## src/hw/rtl/ltc_pkg.sv

```systemverilog
`timescale 1ns / 1ps

package ltc_pkg;

    // Kind of the first character of a token
    typedef enum logic [2:0] {
        KIND_OTHER = 3'd0,
        KIND_QUOTE = 3'd1,
        KIND_BRACE = 3'd2,
        KIND_MINUS = 3'd3,
        KIND_ALPHA = 3'd4
    } char_kind_t;

    // Literal class codes on the result port
    typedef enum logic [2:0] {
        CLS_INVALID = 3'd0,
        CLS_INT     = 3'd1,
        CLS_FLOAT   = 3'd2,
        CLS_DOUBLE  = 3'd3,
        CLS_BOOL    = 3'd4,
        CLS_STRING  = 3'd5,
        CLS_STRUCT  = 3'd6,
        CLS_IDENT   = 3'd7
    } token_class_t;

    // One accepted character word
    typedef struct packed {
        logic [7:0] char_byte;
        logic       last_char;
    } char_word_t;

    localparam logic [7:0] CH_QUOTE      = 8'h22;
    localparam logic [7:0] CH_MINUS      = 8'h2D;
    localparam logic [7:0] CH_DOT        = 8'h2E;
    localparam logic [7:0] CH_LBRACE     = 8'h7B;
    localparam logic [7:0] CH_UNDERSCORE = 8'h5F;
    localparam logic [7:0] CH_LOWER_F    = 8'h66;
    localparam logic [7:0] CH_UPPER_F    = 8'h46;

    localparam logic [2:0] POS_MAX        = 3'd7;
    localparam logic [2:0] TRUE_LAST_POS  = 3'd3;
    localparam logic [2:0] FALSE_LAST_POS = 3'd4;

    function automatic logic is_digit(input logic [7:0] c);
        return (c >= 8'h30) && (c <= 8'h39);
    endfunction

    function automatic logic is_alpha(input logic [7:0] c);
        return ((c >= 8'h61) && (c <= 8'h7A)) || ((c >= 8'h41) && (c <= 8'h5A));
    endfunction

    function automatic char_kind_t kind_of(input logic [7:0] c);
        char_kind_t k;
        priority if (c == CH_QUOTE) k = KIND_QUOTE;
        else if (c == CH_LBRACE) k = KIND_BRACE;
        else if (c == CH_MINUS) k = KIND_MINUS;
        else if (is_alpha(c) || (c == CH_UNDERSCORE)) k = KIND_ALPHA;
        else k = KIND_OTHER;
        return k;
    endfunction

    // Letters of "true" by position
    function automatic logic [7:0] true_char(input logic [1:0] pos);
        logic [7:0] ch;
        unique case (pos)
            2'd0: ch = 8'h74;
            2'd1: ch = 8'h72;
            2'd2: ch = 8'h75;
            2'd3: ch = 8'h65;
        endcase
        return ch;
    endfunction

    // Letters of "false" by position; positions past the word never match
    function automatic logic [7:0] false_char(input logic [2:0] pos);
        logic [7:0] ch;
        unique case (pos)
            3'd0:    ch = 8'h66;
            3'd1:    ch = 8'h61;
            3'd2:    ch = 8'h6C;
            3'd3:    ch = 8'h73;
            3'd4:    ch = 8'h65;
            default: ch = 8'h00;
        endcase
        return ch;
    endfunction

endpackage

```

## src/hw/rtl/ltc_scan.sv

```systemverilog
`timescale 1ns / 1ps

module ltc_scan (
    input  logic                  clk,
    input  logic                  rst_n,
    input  logic                  fire,
    input  ltc_pkg::char_word_t   word,
    output ltc_pkg::token_class_t token_class
);

    logic [2:0]          char_position_reg, char_position_next;
    ltc_pkg::char_kind_t first_char_kind_reg, first_char_kind_next;
    logic                seen_dot_reg, seen_dot_next;
    logic                numeric_ok_reg, numeric_ok_next;
    logic                ident_ok_reg, ident_ok_next;
    logic                true_match_reg, true_match_next;
    logic                false_match_reg, false_match_next;

    logic                first;
    logic [7:0]          c;
    ltc_pkg::char_kind_t fk;
    logic                num, dot, is_float, id, tm, fm;

    assign c     = word.char_byte;
    assign first = (char_position_reg == 3'd0);
    assign fk    = first ? ltc_pkg::kind_of(c) : first_char_kind_reg;

    always_comb
    begin
        num      = numeric_ok_reg;
        dot      = seen_dot_reg;
        is_float = 1'b0;
        priority if (first && (c == ltc_pkg::CH_MINUS))
        begin
            num = numeric_ok_reg;
        end
        else if (c == ltc_pkg::CH_DOT)
        begin
            if (seen_dot_reg)
                num = 1'b0;
            else
                dot = 1'b1;
        end
        else if (ltc_pkg::is_digit(c))
        begin
            num = numeric_ok_reg;
        end
        else if (word.last_char && seen_dot_reg
                 && ((c == ltc_pkg::CH_LOWER_F) || (c == ltc_pkg::CH_UPPER_F)))
        begin
            is_float = 1'b1;
        end
        else
        begin
            num = 1'b0;
        end
    end

    always_comb
    begin
        id = ident_ok_reg;
        if (first)
        begin
            if (!(ltc_pkg::is_alpha(c) || (c == ltc_pkg::CH_UNDERSCORE)))
                id = 1'b0;
        end
        else if (!(ltc_pkg::is_alpha(c) || ltc_pkg::is_digit(c)
                   || (c == ltc_pkg::CH_UNDERSCORE)))
        begin
            id = 1'b0;
        end
    end

    assign tm = true_match_reg && (char_position_reg < 3'd4)
                && (c == ltc_pkg::true_char(char_position_reg[1:0]));
    assign fm = false_match_reg && (char_position_reg < 3'd5)
                && (c == ltc_pkg::false_char(char_position_reg));

    always_comb
    begin
        priority if ((char_position_reg != 3'd0) && (fk == ltc_pkg::KIND_QUOTE)
                     && (c == ltc_pkg::CH_QUOTE))
            token_class = ltc_pkg::CLS_STRING;
        else if ((tm && (char_position_reg == ltc_pkg::TRUE_LAST_POS))
                 || (fm && (char_position_reg == ltc_pkg::FALSE_LAST_POS)))
            token_class = ltc_pkg::CLS_BOOL;
        else if (fk == ltc_pkg::KIND_BRACE)
            token_class = ltc_pkg::CLS_STRUCT;
        else if (num)
            token_class = dot ? (is_float ? ltc_pkg::CLS_FLOAT : ltc_pkg::CLS_DOUBLE)
                              : ltc_pkg::CLS_INT;
        else if (id)
            token_class = ltc_pkg::CLS_IDENT;
        else
            token_class = ltc_pkg::CLS_INVALID;
    end

    always_comb
    begin
        char_position_next   = char_position_reg;
        first_char_kind_next = first_char_kind_reg;
        seen_dot_next        = seen_dot_reg;
        numeric_ok_next      = numeric_ok_reg;
        ident_ok_next        = ident_ok_reg;
        true_match_next      = true_match_reg;
        false_match_next     = false_match_reg;
        if (fire)
        begin
            if (word.last_char)
            begin
                // drop all token state for the next token
                char_position_next   = 3'd0;
                first_char_kind_next = ltc_pkg::KIND_OTHER;
                seen_dot_next        = 1'b0;
                numeric_ok_next      = 1'b1;
                ident_ok_next        = 1'b1;
                true_match_next      = 1'b1;
                false_match_next     = 1'b1;
            end
            else
            begin
                char_position_next   = (char_position_reg == ltc_pkg::POS_MAX)
                                       ? ltc_pkg::POS_MAX : char_position_reg + 3'd1;
                first_char_kind_next = fk;
                seen_dot_next        = dot;
                numeric_ok_next      = num;
                ident_ok_next        = id;
                true_match_next      = tm;
                false_match_next     = fm;
            end
        end
    end

    always_ff @(posedge clk or negedge rst_n)
    begin
        if (!rst_n)
        begin
            char_position_reg   <= 3'd0;
            first_char_kind_reg <= ltc_pkg::KIND_OTHER;
            seen_dot_reg        <= 1'b0;
            numeric_ok_reg      <= 1'b1;
            ident_ok_reg        <= 1'b1;
            true_match_reg      <= 1'b1;
            false_match_reg     <= 1'b1;
        end
        else
        begin
            char_position_reg   <= char_position_next;
            first_char_kind_reg <= first_char_kind_next;
            seen_dot_reg        <= seen_dot_next;
            numeric_ok_reg      <= numeric_ok_next;
            ident_ok_reg        <= ident_ok_next;
            true_match_reg      <= true_match_next;
            false_match_reg     <= false_match_next;
        end
    end

`ifndef NO_ASSERTIONS
    a_pos_advance: assert property (@(posedge clk) disable iff (!rst_n)
        fire && !word.last_char && (char_position_reg != ltc_pkg::POS_MAX)
        |=> char_position_reg == $past(char_position_reg) + 3'd1)
        else $error("character position did not advance");

    a_token_clear: assert property (@(posedge clk) disable iff (!rst_n)
        fire && word.last_char
        |=> (char_position_reg == 3'd0) && numeric_ok_reg && ident_ok_reg
            && true_match_reg && false_match_reg && !seen_dot_reg)
        else $error("token state not cleared after last character");

    a_hold_idle: assert property (@(posedge clk) disable iff (!rst_n)
        !fire |=> $stable(char_position_reg) && $stable(seen_dot_reg)
                  && $stable(numeric_ok_reg))
        else $error("token state moved without a character");
`endif

endmodule

```

## src/hw/rtl/literal_token_classifier_top.sv

```systemverilog
`timescale 1ns / 1ps

// Literal token classifier. Feed a token one character word per cycle on
// char_byte, marking its final character with last_char; on that final
// character one token_class word comes out (invalid, integer, float, double,
// boolean, string, struct literal or identifier), and no word for any other
// character. The block sustains one character per cycle unless a final character
// must wait for the output register: an input register takes each character, a
// single pass of flag logic in ltc_scan folds it into the running token state,
// and the class lands in an output register. With class_ready held low the
// output register holds its word; characters that are not final keep flowing,
// and a final character waits in the input register until the output word is
// taken.
module literal_token_classifier_top (
    input  logic       clk,
    input  logic       rst_n,
    input  logic [7:0] char_byte,
    input  logic       last_char,
    input  logic       char_valid,
    output logic       char_ready,
    output logic [2:0] token_class,
    output logic       class_valid,
    input  logic       class_ready
);

    // input register
    logic                  in_valid_reg, in_valid_next;
    ltc_pkg::char_word_t   in_word_reg;

    // output register
    logic                  out_valid_reg, out_valid_next;
    ltc_pkg::token_class_t out_class_reg;

    ltc_pkg::token_class_t scan_class;
    logic                  advance;
    logic                  emit;

    // A held character moves on unless it is final and the output is full and not ready
    assign advance = in_valid_reg
                     && (!in_word_reg.last_char || !out_valid_reg || class_ready);
    assign emit    = advance && in_word_reg.last_char;

    assign char_ready = !in_valid_reg || advance;

    ltc_scan u_scan (
        .clk         (clk),
        .rst_n       (rst_n),
        .fire        (advance),
        .word        (in_word_reg),
        .token_class (scan_class)
    );

    always_comb
    begin
        in_valid_next = in_valid_reg;
        if (char_ready)
            in_valid_next = char_valid;
    end

    always_comb
    begin
        out_valid_next = out_valid_reg;
        if (emit)
            out_valid_next = 1'b1;
        else if (class_ready)
            out_valid_next = 1'b0;
    end

    always_ff @(posedge clk or negedge rst_n)
    begin
        if (!rst_n)
        begin
            in_valid_reg  <= 1'b0;
            out_valid_reg <= 1'b0;
        end
        else
        begin
            in_valid_reg  <= in_valid_next;
            out_valid_reg <= out_valid_next;
        end
    end

    // payload registers: input loads on handshake, output loads on emit, no reset
    always_ff @(posedge clk)
    begin
        if (char_valid && char_ready)
        begin
            in_word_reg.char_byte <= char_byte;
            in_word_reg.last_char <= last_char;
        end
        if (emit)
            out_class_reg <= scan_class;
    end

    assign class_valid = out_valid_reg;
    assign token_class = out_class_reg;

`ifndef NO_ASSERTIONS
    a_emit_shows: assert property (@(posedge clk) disable iff (!rst_n)
        emit |=> class_valid)
        else $error("final character produced no class word");

    a_no_overwrite: assert property (@(posedge clk) disable iff (!rst_n)
        class_valid && !class_ready |-> !emit)
        else $error("pending class word overwritten");

    a_load_input: assert property (@(posedge clk) disable iff (!rst_n)
        char_valid && char_ready |=> in_valid_reg)
        else $error("accepted character not held");

    a_drain_only_on_take: assert property (@(posedge clk) disable iff (!rst_n)
        class_valid && !class_ready |=> class_valid && $stable(token_class))
        else $error("class word dropped before it was taken");
`endif

endmodule

```

## config.mk

```make
export PLATFORM = sky130hd
export DESIGN_NAME = literal_token_classifier_top
export DESIGN_NICKNAME = d
export VERILOG_FILES = /design/src/hw/rtl/ltc_pkg.sv /design/src/hw/rtl/ltc_scan.sv /design/src/hw/rtl/literal_token_classifier_top.sv
export SDC_FILE = /design/constraint.sdc
export NUM_CORES = 1
export LEC_CHECK = 0
export ABC_AREA = 1
export BUFFER_PORTS_ARGS = -buffer_cell sky130_fd_sc_hd__buf_2
export CAP_MARGIN = 20
export CORE_MARGIN = 8
export CORE_UTILIZATION = 34
export CTS_CLUSTER_SIZE = 24
export DETAILED_ROUTE_END_ITERATION = 8
export HOLD_SLACK_MARGIN = 0.05
export PLACE_DENSITY = 0.5
export SLEW_MARGIN = 20
export SYNTH_ARGS = -nofsm -noshare
export SYNTH_HDL_FRONTEND = slang
export SYNTH_HIERARCHICAL = 1
export SYNTH_SLANG_ARGS = --single-unit
```

## constraint.sdc

```tcl
create_clock -name clk -period 2.46 [get_ports clk]
set_input_delay 0 -clock clk [delete_from_list [all_inputs] [get_ports clk]]
set_output_delay 0 -clock clk [all_outputs]
set_load 0.01 [all_outputs]
```

## Word level (Yosys, flattened, before mapping)

Cells that the tools add are included.

| word-level totals | value |
|---|---|
| flip-flop bits (word level) | 25 |
| input bits | 13 |
| output and inout bits | 5 |
| word-level logic and storage cells | 114 |

| operators by class | value |
|---|---|
| add/subtract/negate cells | 1 |
| $lt $le $gt $ge | 8 |
| eq/ne operators | 19 |
| multiplexer cells | 37 |
| reductions and logical operators | 35 |

Operator list:

| kind | count |
|---|---|
| $pmux W7 S5 | 1 |
| $mux W3 | 11 |
| $eq A8 B7 Y1 const B | 4 |
| $pmux W8 S4 | 1 |
| $eq A8 B6 Y1 const B | 3 |
| $mux W1 | 23 |
| $logic_and A1 B1 Y1 | 17 |
| $ge A8 B7 Y1 const B | 2 |
| $le A8 B7 Y1 const B | 2 |
| $eq A3 B2 Y1 const B | 3 |
| $logic_or A1 B1 Y1 | 9 |
| $eq A8 B7 Y1 | 1 |
| $eq A8 B8 Y1 | 1 |
| $ge A8 B6 Y1 const B | 1 |
| $le A8 B6 Y1 const B | 1 |
| $eq A3 B1 Y1 const B | 2 |
| $eq A3 B3 Y1 const B | 2 |
| $lt A3 B3 Y1 const B | 2 |
| $eq A2 B2 Y1 const B | 2 |
| $add A3 B1 Y3 const B | 1 |
| $logic_not A1 Y1 | 3 |
| $logic_not A3 Y1 | 1 |
| $reduce_bool A3 Y1 | 1 |
| $reduce_or A3 Y1 | 1 |
| other kinds (5) | 5 |

## Longest topological paths before layout

Gate-level depths: netlist of the first run.

| depth | value |
|---|---|
| word-level depth | 13 |
| mapped depth | 14 |
| gate-level depth less buffers | 14 |

## By module

The synthesis of the first run kept the hierarchy.

Modules (own cells, without submodules):

| module | times used | cells an instance | area an instance (um^2) |
|---|---|---|---|
| ltc_scan | 1 | 192 | 1192.4 |
| literal_token_classifier_top | 1 | 26 | 467.9 |

## Worst setup path before layout of the first run

No wires, ideal clock.

| timing path | value |
|---|---|
| kind | register to register |
| start | register u_scan.char_position_reg[0] |
| end | register out_class_reg[0], in the netlist token_class[0], data pin |
| setup time | 252 ps |
| data arrival time | 1474 ps |
| data required time | 2208 ps |
| setup slack | 733 ps |
| cell stages (with the launch flop) | 14 |
| path buffers | 0 |
| period minus slack after synthesis | 1727 ps |
| cell sequence | dfrtp_1 -> inv_1 -> ha_1 -> inv_1 -> nand2_2 -> clkinv_1 -> nand3_1 -> nand2_1 -> nor2_2 -> nand3_2 -> nand2_2 -> inv_1 -> nand3_2 -> nand2_1 |

| on the way | value |
|---|---|
| cells in the longest elaborated chain, start to end | 8 |
| elaborated cells on any way between the ends | 39 |

Ends and longest elaborated chain:

| what | line | text |
|---|---|---|
| start, declared | ltc_scan.sv:11 | `logic [2:0] char_position_reg, char_position_next;` |
| start signal, assigned | ltc_scan.sv:148 | `char_position_reg <= char_position_next;` |
| parallel branches: the longest is 8 deep, another holds $eq A8 B7 Y1 | -- |  |
| end signal, assigned | literal_token_classifier_top.sv:92 | `out_class_reg <= scan_class;` |
| end, declared | literal_token_classifier_top.sv:32 | `ltc_pkg::token_class_t out_class_reg;` |

Several ways; the timed one is not identified. The select of a mux whose other input is x is not followed.
A chain may end at the register's enable or synchronous reset.

## Worst setup path in the final report of the first run

Ends and elaborated chain as after synthesis.

==> results.toml, run 1 <==
[cells_and_area]
drive_above_1_share_pct = 21.5
finalNetCount = 271
flip_flop_count_of_the_largest_register_all_copies_and_words_added = 9
fillerInstances = 496
antenna-diode-count = 0
layout.core_utilization_pct = 42.4
area.growth.synth_to_final_pct = 20.6

[clocking]
clkLatencyLatePin_ns = 0.28
cts_hold_buf = 13
cts-root-buf = "sky130_fd_sc_hd__clkbuf_8"
cts.sinks = 25
cts_tree = "built"
clk_path_buf_depth = 2
postCtsSetupBuffers = 0
cts.clk_slew.worst_paths_ns = 0.10
cts-buffers-inserted = 3
ctsResizeCount = 0
htree_levels = 1

[critical_path]
crit_path_top_delay_cell = "sky130_fd_sc_hd__dfrtp_1"
cp-end-kind = "flip-flop"
start_kind = "flip-flop"
reg2regPathDepth = 13
reg2reg_to = "token_class[0]"
crit_fanout = 6
crit_top_cell = "sky130_fd_sc_hd__inv_1"
critical_path.cell_chain = "inv_1, ha_1, inv_1, nand2_2, clkinv_1, nand3_1, nand2_1, nor2_2, nand3_2, nand2_2, inv_1, nand3_2, nand2_1"
crit_required_ns = 2.51
setup.worst_path.class = "flip-flop to flip-flop"
cpPeakStageDelay_ns = 0.45
r2r_start = "u_scan/char_position_reg[0]"
arrival_ns = 1.91
rrSetupSlack_ns = 0.60

[grt]
grt.overflow.total = 0
maximum_number_of_pins_on_one_net_before_global_route_repair = 15
grt_first_pass_wirelength_um = 6670
antenna_found_initial = 0
grt_pass1_vias = 1435
grt_usage_pct = 11.4

[power_and_ir_drop]
irDropWorstVdd_v = 0.000215
static-leakage-power_nw = 0.984
power_density_nw_per_um2 = 566

[worst_hold_path]
min_path_type = "input port to async pin"

[logic_synthesis]
yosysSeqAreaShare_pct = 41.6
synth_seq_cells = 25
synth_cell_type_count = 32
share_of_synthesized_registers_carrying_an_async_set_or_reset_pct = 52.0
synth_warnings = 6
syn-cell-area_um2 = 1660
synth_top_cells_by_area = "sky130_fd_sc_hd__edfxtp_1 22%, sky130_fd_sc_hd__dfrtp_1 14%, sky130_fd_sc_hd__nand2_1 13%"
synthesis.nets = 237
synth-edff-count = 12
number_of_instances_in_the_synthesized_netlist = 218
synthMostInstantiatedCell = "sky130_fd_sc_hd__nand2_1"
synth_top_area_share_pct = 21.7
synth.avg_cell_area_um2 = 7.62
synth_commonest_cells = "56 x sky130_fd_sc_hd__nand2_1, 28 x sky130_fd_sc_hd__inv_1, 24 x sky130_fd_sc_hd__nand3_1"
ys.flop_type = "sky130_fd_sc_hd__edfxtp_1"
yosys.area.top_type = "sky130_fd_sc_hd__edfxtp_1"

[floorplanning]
die_w_um = 85.9
floorplan.rows = 25
top_level_ports = 18
die_area_um2 = 7380
initial_core_util_pct = 35.2
core_area_um2 = 4720
fp.dieH_um = 85.9

[drt]
post_drt_wl_per_cell_um = 12.1
vias_per_cell = 4.61
detail-route-antenna-nets = 0
dr_total_vias = 1466
dr.first_iter.drc_count = 62
drt-pass1-iter-count = 4
remaining_drc_errors = 0
routed_wire_length_um = 3860

[place]
hpwl_um = 2980
place_congestion = 0.881
port_buffers = 17

[sta]
skew_ns = 0.00660
setup_total_negative_slack_ns = 0
finalHoldViolCount = 0
layout_min_cycle_time_ns = 1.86
setup_viol = 0
tightest_slew_ns = 0.340
slew-limit-headroom_pct = 77.3
max_freq_mhz = 538
timing.final.crit_share_pct = 75.5
finalMaxSlewViolations = 0
setup_repair_after_global_routing_missed_its_margin = "no"

[run]
max_cap_viol_count = 0

[run_status]
outcome = "finished clean"
==> cell type report <==
class | count | area [µm²] | share of cell area, %
Sequential cell | 25 | 691 | 34.5
Inverter | 38 | 145 | 7.25
Clock inverter | 1 | 5.00 | 0.250
Tap cell | 67 | 83.8 | 4.18
Multi-Input combinational cell | 153 | 815 | 40.7
Clock buffer | 3 | 41.3 | 2.06
Timing Repair Buffer | 31 | 223 | 11.1
==> through the flow <==
step | setup slack, ns | cells | hold WS [ns] | power [mW] | area [µm²]
4_1_cts | 0.594 | 318 | 0.161 | 1.13 | 2000
6_report | 0.602 | 318 | 0.148 | 1.13 | 2000
5_1_grt | 0.418 | 318 | 0.174 | 1.22 | 2000
3_5_place_dp | 0.600 | 301 | -0.0700 | 0.865 | 1830
2_1_floorplan | 0.733 | 218 | -0.296 | 0.782 | 1660
3_3_place_gp | 0.618 | 301 | -0.0684 | 0.869 | 1830
==> per-layer routing <==
layer	up-vias	wire, µm	track usage, %
met3	4	152	2.10
met2	32	1710	18.6
li1	772	-	-
met4	0	49	4.30
met1	658	1950	14.4
met5	-	0	0
==> worst max-delay path by stage <==
stage                     cells after the start  slack (ns)             end                        start
after floorplan                              13        0.73  token_class[0]  u_scan/char_position_reg[0]
after global placement                       12        0.62  token_class[0]  u_scan/char_position_reg[0]
after detailed placement                     13        0.60  token_class[0]  u_scan/char_position_reg[0]
after CTS                                    13        0.59  token_class[0]  u_scan/char_position_reg[0]
after global routing                         13        0.42  token_class[0]  u_scan/char_position_reg[0]
final                                        13        0.60  token_class[0]  u_scan/char_position_reg[0]
==> worst max-delay path: cells and delay by family, from the launching register on <==
family / cells / cell delay [ns]
DFF: 1 / 0.45
buffers and inverters: 4 / 0.35
and+or+nand+nor: 8 / 0.59
adders and majority gates: 1 / 0.24
==> layout by cell type, fill, tap and decap left out, types with 2 or more instances in the layout <==
cell / count
sky130_fd_sc_hd__nand2_1: 56
sky130_fd_sc_hd__inv_1: 28
sky130_fd_sc_hd__nand3_1: 24
sky130_fd_sc_hd__buf_2: 17
sky130_fd_sc_hd__nor2_1: 14
sky130_fd_sc_hd__dlygate4sd3_1: 13
sky130_fd_sc_hd__edfxtp_1: 12
sky130_fd_sc_hd__dfrtp_1: 9
sky130_fd_sc_hd__nand2_2: 7
sky130_fd_sc_hd__a21oi_1: 7
sky130_fd_sc_hd__o21ai_0: 7
sky130_fd_sc_hd__inv_2: 6
sky130_fd_sc_hd__ha_1: 6
sky130_fd_sc_hd__nand4_1: 5
sky130_fd_sc_hd__nor2_2: 4
sky130_fd_sc_hd__nand3_2: 4
sky130_fd_sc_hd__dfstp_2: 4
sky130_fd_sc_hd__clkbuf_8: 3
sky130_fd_sc_hd__clkinv_1: 3
sky130_fd_sc_hd__o22ai_1: 3
sky130_fd_sc_hd__nor3_1: 2
sky130_fd_sc_hd__nand3b_1: 2
sky130_fd_sc_hd__o21ai_1: 2
==> report_power, final <==
part	internal (mW)	leakage, nW	switching [mW]	total [mW]
clock	0.114	0.0255	0.147	0.261
sequential	0.490	0.277	0.0442	0.534
combinational	0.127	0.682	0.213	0.340
total	0.731	0.984	0.403	1.13
==> cells by family (layout without fill, tap and decap cells) <==
| kind of cell | count (synthesis) | in the layout | synth area share [%] |
|---|---|---|---|
| AND/OR/NAND/NOR | 123 | 123 | 36.1 |
| buffers and inverters | 40 | 73 | 9.34 |
| flip-flops | 25 | 25 | 41.6 |
| AO/OA/AOI/OAI | 23 | 23 | 7.91 |
| adder cells (fa/ha/maj) | 6 | 6 | 4.52 |
| XOR/XNOR | 1 | 1 | 0.528 |
No activity file was read; power rests on OpenSTA's default activity.
==> run 2: changes to the inputs <==
==> constraint.sdc (replaced) <==
create_clock -name clk -period 1.82 [get_ports clk]
set_input_delay 0 -clock clk [delete_from_list [all_inputs] [get_ports clk]]
set_output_delay 0 -clock clk [all_outputs]
set_load 0.01 [all_outputs]
==> run 2 against run 1 <==
Against the previous run:
- count of clock-buffer cells in the layout grew 1
- critical path depth did not move
- total power is 46% higher
- non-clock buffer count grew 12
- clock skew fell by 0.0025 ns
- cell count is 3.8% higher
- highest routed layer unchanged
- sequential power grew 37%
- sequential share of layout area shrank 2.6 points
- die area unchanged
==> results.toml, run 2 (synthesis gave the netlist of run 1 again) <==
[cells_and_area]
drive_above_1_share_pct = 30.0
area.growth.synth_to_final_pct = 31.0
fillerInstances = 469
fin_cells = 330
flip_flop_count_of_the_largest_register_all_copies_and_words_added = 9
most-common-layout-cells = "56 x sky130_fd_sc_hd__nand2_1, 24 x sky130_fd_sc_hd__inv_1, 23 x sky130_fd_sc_hd__nand3_1"
mostFrequentLayoutCell = "sky130_fd_sc_hd__nand2_1"
finalNetCount = 283
antenna-diode-count = 0

[sta]
setup_viol = 0
fin_worst_hold_slack_ns = 0.146
skew_ns = 0.00413
slew-limit-headroom_pct = 77.4
finalWorstSetupSlack_ns = 0.0474
tightest_slew_ns = 0.339
finalMaxSlewViolations = 0
timing.final.crit_share_pct = 97.4
setup_repair_after_global_routing_missed_its_margin = "yes"
max_freq_mhz = 564
finalHoldViolCount = 0
layout_min_cycle_time_ns = 1.77

[critical_path]
r2r_start = "u_scan/char_position_reg[0]"
crit_path_top_delay_cell = "sky130_fd_sc_hd__dfrtp_2"
cpPeakStageDelay_ns = 0.49
cp-startpoint = "u_scan/char_position_reg[0]"
critical_path_buf_inv_count = 2
crit_required_ns = 1.87
cpLargestDelayFamily = "simple AND/OR/NAND/NOR gates"
crit_fanout = 5
arrival_ns = 1.82
critical_path.cell_chain = "inv_4, ha_4, nand2_4, nand2_2, nand2_1, nand2_1, nand3_2, nor2_2, nand3_2, nand2_2, inv_2, nand3_2, nand2_1"
start_kind = "flip-flop"
cp-end-kind = "flip-flop"
setup.worst_path.class = "flip-flop to flip-flop"

[clocking]
clk_path_buf_depth = 2
cts-root-buf = "sky130_fd_sc_hd__clkbuf_8"
cts_tree = "built"
htree_levels = 1
cts.clk_slew.worst_paths_ns = 0.09
cts.sinks = 25
clkLatencyLatePin_ns = 0.28
cts-buffers-inserted = 3

[power_and_ir_drop]
power.total_mw = 1.65
irDropWorstVdd_v = 0.000477
power_density_nw_per_um2 = 760
static-leakage-power_nw = 1.05

[place]
placement.setup.worst_slack_ns = -0.0392
place_inst = 305
hpwl_um = 3110
port_buffers = 17
place_congestion = 0.875

[drt]
route.met3.wl_um = 198
remaining_drc_errors = 0
vias_per_cell = 4.67
post_drt_wl_per_cell_um = 12.8
dr_total_vias = 1540
max_layer_used = "met4"
wl_met1_um = 1950
routed_wire_length_um = 4220
dr.first_iter.drc_count = 72
detail-route-antenna-nets = 0
drt-pass1-iter-count = 4
dr_wl_met2_um = 2010

[floorplanning]
top_level_ports = 18
core_area_um2 = 4720
fp.dieH_um = 85.9
die_area_um2 = 7380
initial_core_util_pct = 35.2
die_w_um = 85.9
floorplan.rows = 25

[worst_hold_path]
min_path_type = "input port to async pin"

[grt]
grt.overflow.total = 0
grt_pass1_vias = 1469
maximum_number_of_pins_on_one_net_before_global_route_repair = 14
grt_usage_pct = 11.8
grt_first_pass_wirelength_um = 6870
antenna_found_initial = 0

[run]
max_cap_viol_count = 0

[run_status]
outcome = "finished clean"
==> run 2: cell count changes in the layout (fill, tap and decap cells not counted), sizes merged <==
| cell | previous run | this run |
|---|---|---|
| buf | 18 | 30 |
| clkbuf | 3 | 4 |
| clkinv | 4 | 3 |
==> run 2: layout make-up <==
type                       count  area, µm²  area share, %
multi-input combinational    153        883           40.6
sequential                    25        693           31.9
timing repair buffer          43        320           14.7
inverter                      38        150           6.90
tap                           67       83.8           3.85
clock buffer                   4       45.0           2.07
==> run 2: layer usage <==
layer / track usage [%] / up-vias
li1: - / 800
met1: 14.9 / 699
met2: 19.0 / 36
met3: 2.20 / 5
met4: 5.10 / 0
met5: 0 / -
==> run 2: worst paths after layout <==
kind / slack [ns] / to / cells past startpoint
setup / recovery: 0.05 / token_class[0] / 13
hold / removal: 0.15 / u_scan/seen_dot_reg / 2
setup reg to reg: 0.05 / token_class[0] / 13
hold reg to reg: 0.50 / u_scan/false_match_reg / 2
max in group asynchronous: 1.38 / u_scan/false_match_reg / 2
min in group clk: 0.42 / in_word_reg[8] / 2
==> run 2: power breakdown <==
group | leakage (nW) | internal (mW) | total (mW) | switching [mW]
Combinational | 0.748 | 0.247 | 0.579 | 0.333
Sequential | 0.274 | 0.664 | 0.732 | 0.0679
Clock | 0.0228 | 0.157 | 0.343 | 0.186
==> run 2: through the flow <==
stage	utilization, %	instance area (µm²)	TNS [ns]
after floorplan	-	1660	0
after global placement	39.3	1860	0
after detailed placement	39.3	1860	-0.0751
after CTS	43.5	2060	0
after global routing	46.1	2180	-0.168
final	46.1	2180	0
==> run 2: timing repair <==
item                                    4_1_cts  5_1_grt
hold buffers                                 13        0
pin swaps                                     0       16
gates resized for setup                       1       22
endpoints found under the setup margin        3        3
setup buffers                                 3        5
hold endpoints to repair                     24        0
==> run 3: changes to the inputs <==
--- a/config.mk
+++ b/config.mk
@@ -10,6 +10,7 @@
 export CAP_MARGIN = 20
 export CORE_MARGIN = 8
 export CORE_UTILIZATION = 34
+export CTS_BUF_LIST = sky130_fd_sc_hd__clkbuf_4 sky130_fd_sc_hd__clkbuf_8 sky130_fd_sc_hd__clkbuf_16
 export CTS_CLUSTER_SIZE = 24
 export DETAILED_ROUTE_END_ITERATION = 8
 export HOLD_SLACK_MARGIN = 0.05
==> run 3 against run 2 <==
Against the previous run:
- cell area up 0.52%
- cell count up 0.30%
- worst hold slack about the same
- sequential power about the same
==> results.toml, run 3 (synthesis gave the netlist of run 1 again) <==
[sta]
setup_viol = 0
max_freq_mhz = 564
skew_ns = 0.00429
setup_repair_after_global_routing_missed_its_margin = "yes"
layout_min_cycle_time_ns = 1.77
timing.final.crit_share_pct = 97.5
setup_total_negative_slack_ns = 0
finalWorstSetupSlack_ns = 0.0464
finalHoldViolCount = 0
fin_worst_hold_slack_ns = 0.146
finalMaxSlewViolations = 0
tightest_slew_ns = 0.344
slew-limit-headroom_pct = 77.1

[drt]
detail-route-antenna-nets = 0
wl_met1_um = 2030
max_layer_used = "met4"
route.met3.wl_um = 173
routed_wire_length_um = 4240
post_drt_wl_per_cell_um = 12.8
dr_wl_met2_um = 1970
dr_total_vias = 1535
drt-pass1-iter-count = 4
dr.first_iter.drc_count = 81
remaining_drc_errors = 0
vias_per_cell = 4.64

[clocking]
cts-root-buf = "sky130_fd_sc_hd__clkbuf_8"
cts.sinks = 25
clk_path_buf_depth = 2
htree_levels = 1
cts.clk_slew.worst_paths_ns = 0.09
clkLatencyLatePin_ns = 0.28
cts_tree = "built"
cts-buffers-inserted = 3

[run]
max_cap_viol_count = 0

[grt]
grt_first_pass_wirelength_um = 6870
antenna_found_initial = 0
grt_usage_pct = 11.8
grt.overflow.total = 0
grt_pass1_vias = 1469
maximum_number_of_pins_on_one_net_before_global_route_repair = 14

[floorplanning]
core_area_um2 = 4720
die_w_um = 85.9
die_area_um2 = 7380
initial_core_util_pct = 35.2
floorplan.rows = 25
fp.dieH_um = 85.9
top_level_ports = 18

[critical_path]
crit_required_ns = 1.87
cp-end-kind = "flip-flop"
arrival_ns = 1.82
setup.worst_path.class = "flip-flop to flip-flop"
start_kind = "flip-flop"
crit_fanout = 5

[power_and_ir_drop]
power.total_mw = 1.68
internal_cell_power_mw = 1.09
p_clk_share_pct = 21.6
switching_share_pct = 35.3
power.sequential.fraction_pct = 43.6
power_density_nw_per_um2 = 766
static-leakage-power_nw = 1.05
switchingPower_uw = 591
irDropWorstVdd_v = 0.000480
pwr-share-comb_pct = 34.7

[cells_and_area]
area.growth.synth_to_final_pct = 31.7
mostFrequentLayoutCell = "sky130_fd_sc_hd__nand2_1"
layout.core_utilization_pct = 46.3
drive_above_1_share_pct = 30.7
antenna-diode-count = 0
most-common-layout-cells = "56 x sky130_fd_sc_hd__nand2_1, 24 x sky130_fd_sc_hd__inv_1, 23 x sky130_fd_sc_hd__nand3_1"
fillerInstances = 469
finalNetCount = 284
flip_flop_count_of_the_largest_register_all_copies_and_words_added = 9

[place]
port_buffers = 17
place_congestion = 0.875
placement.setup.worst_slack_ns = -0.0392
hpwl_um = 3110

[worst_hold_path]
min_path_type = "input port to async pin"

[run_status]
outcome = "finished clean"
## run 3: cell count changes in the layout (fill, tap and decap cells not counted), sizes merged
| cell | previous run | this run |
|---|---|---|
| buf | 30 | 31 |
## run 3: layer usage
metal	track usage, %	up-vias
met5	0	-
met4	5.10	0
met3	2.20	5
met2	19.0	38
met1	14.9	693
li1	-	799
## run 3: what timing repair did
action / 4_1_cts / 5_1_grt
setup buffers: 3 / 6
setup endpoints to repair: 3 / 3
hold buffers: 13 / 0
resized for setup: 1 / 22
pin swaps: 0 / 18
endpoints found under the hold margin: 24 / 0
## run 3: power groups by stage
| stage | registers (mW) | logic [mW] | clock network [mW] |
|---|---|---|---|
| 2_1_floorplan | 0.718 | 0.339 | 0 |
| 5_1_grt | 0.741 | 0.650 | 0.392 |
| 3_5_place_dp | 0.731 | 0.450 | 0 |
| 3_3_place_gp | 0.732 | 0.455 | 0 |
| 6_report | 0.731 | 0.582 | 0.362 |
| 4_1_cts | 0.718 | 0.499 | 0.370 |
## run 3: worst max-delay path, stage by stage, from the launching register on
cell and delay [ns]:
sky130_fd_sc_hd__dfrtp_2 0.49, sky130_fd_sc_hd__inv_4 0.11, sky130_fd_sc_hd__ha_4 0.16, sky130_fd_sc_hd__nand2_4 0.05, sky130_fd_sc_hd__nand2_2 0.07, sky130_fd_sc_hd__nand2_1 0.05
sky130_fd_sc_hd__nand2_1 0.07, sky130_fd_sc_hd__nand3_2 0.07, sky130_fd_sc_hd__nor2_2 0.14, sky130_fd_sc_hd__nand3_2 0.09, sky130_fd_sc_hd__nand2_2 0.10, sky130_fd_sc_hd__inv_2 0.04
sky130_fd_sc_hd__nand3_2 0.05, sky130_fd_sc_hd__nand2_1 0.05
## run 3: through the flow
stage,cells,cell area [µm²]
floorplan,218,1660
CTS,325,2060
global route,331,2190
detailed placement,305,1860
finish,331,2190
global placement,305,1860
## run 3: final cells by class
type	instances	area, µm²	share of cell area, %
multi-input cells	153	883	40.4
flip-flops and latches	25	693	31.7
repair buffers	44	328	15.0
inverters	38	150	6.86
well taps	67	83.8	3.83
clock buffers	4	48.8	2.23
## run 3: path summary, 6_finish.rpt
check | endpoint | slack (ns) | start | cells past startpoint
worst max register to register | token_class[0] | 0.05 | u_scan/char_position_reg[0] | 13
worst max-delay path | token_class[0] | 0.05 | u_scan/char_position_reg[0] | 13
worst min-delay path | u_scan/seen_dot_reg | 0.15 | rst_n | 2
min in group clk | in_word_reg[8] | 0.42 | char_byte[7] | 2
max in group asynchronous | u_scan/false_match_reg | 1.37 | rst_n | 2
worst min register to register | u_scan/false_match_reg | 0.50 | u_scan/false_match_reg | 2
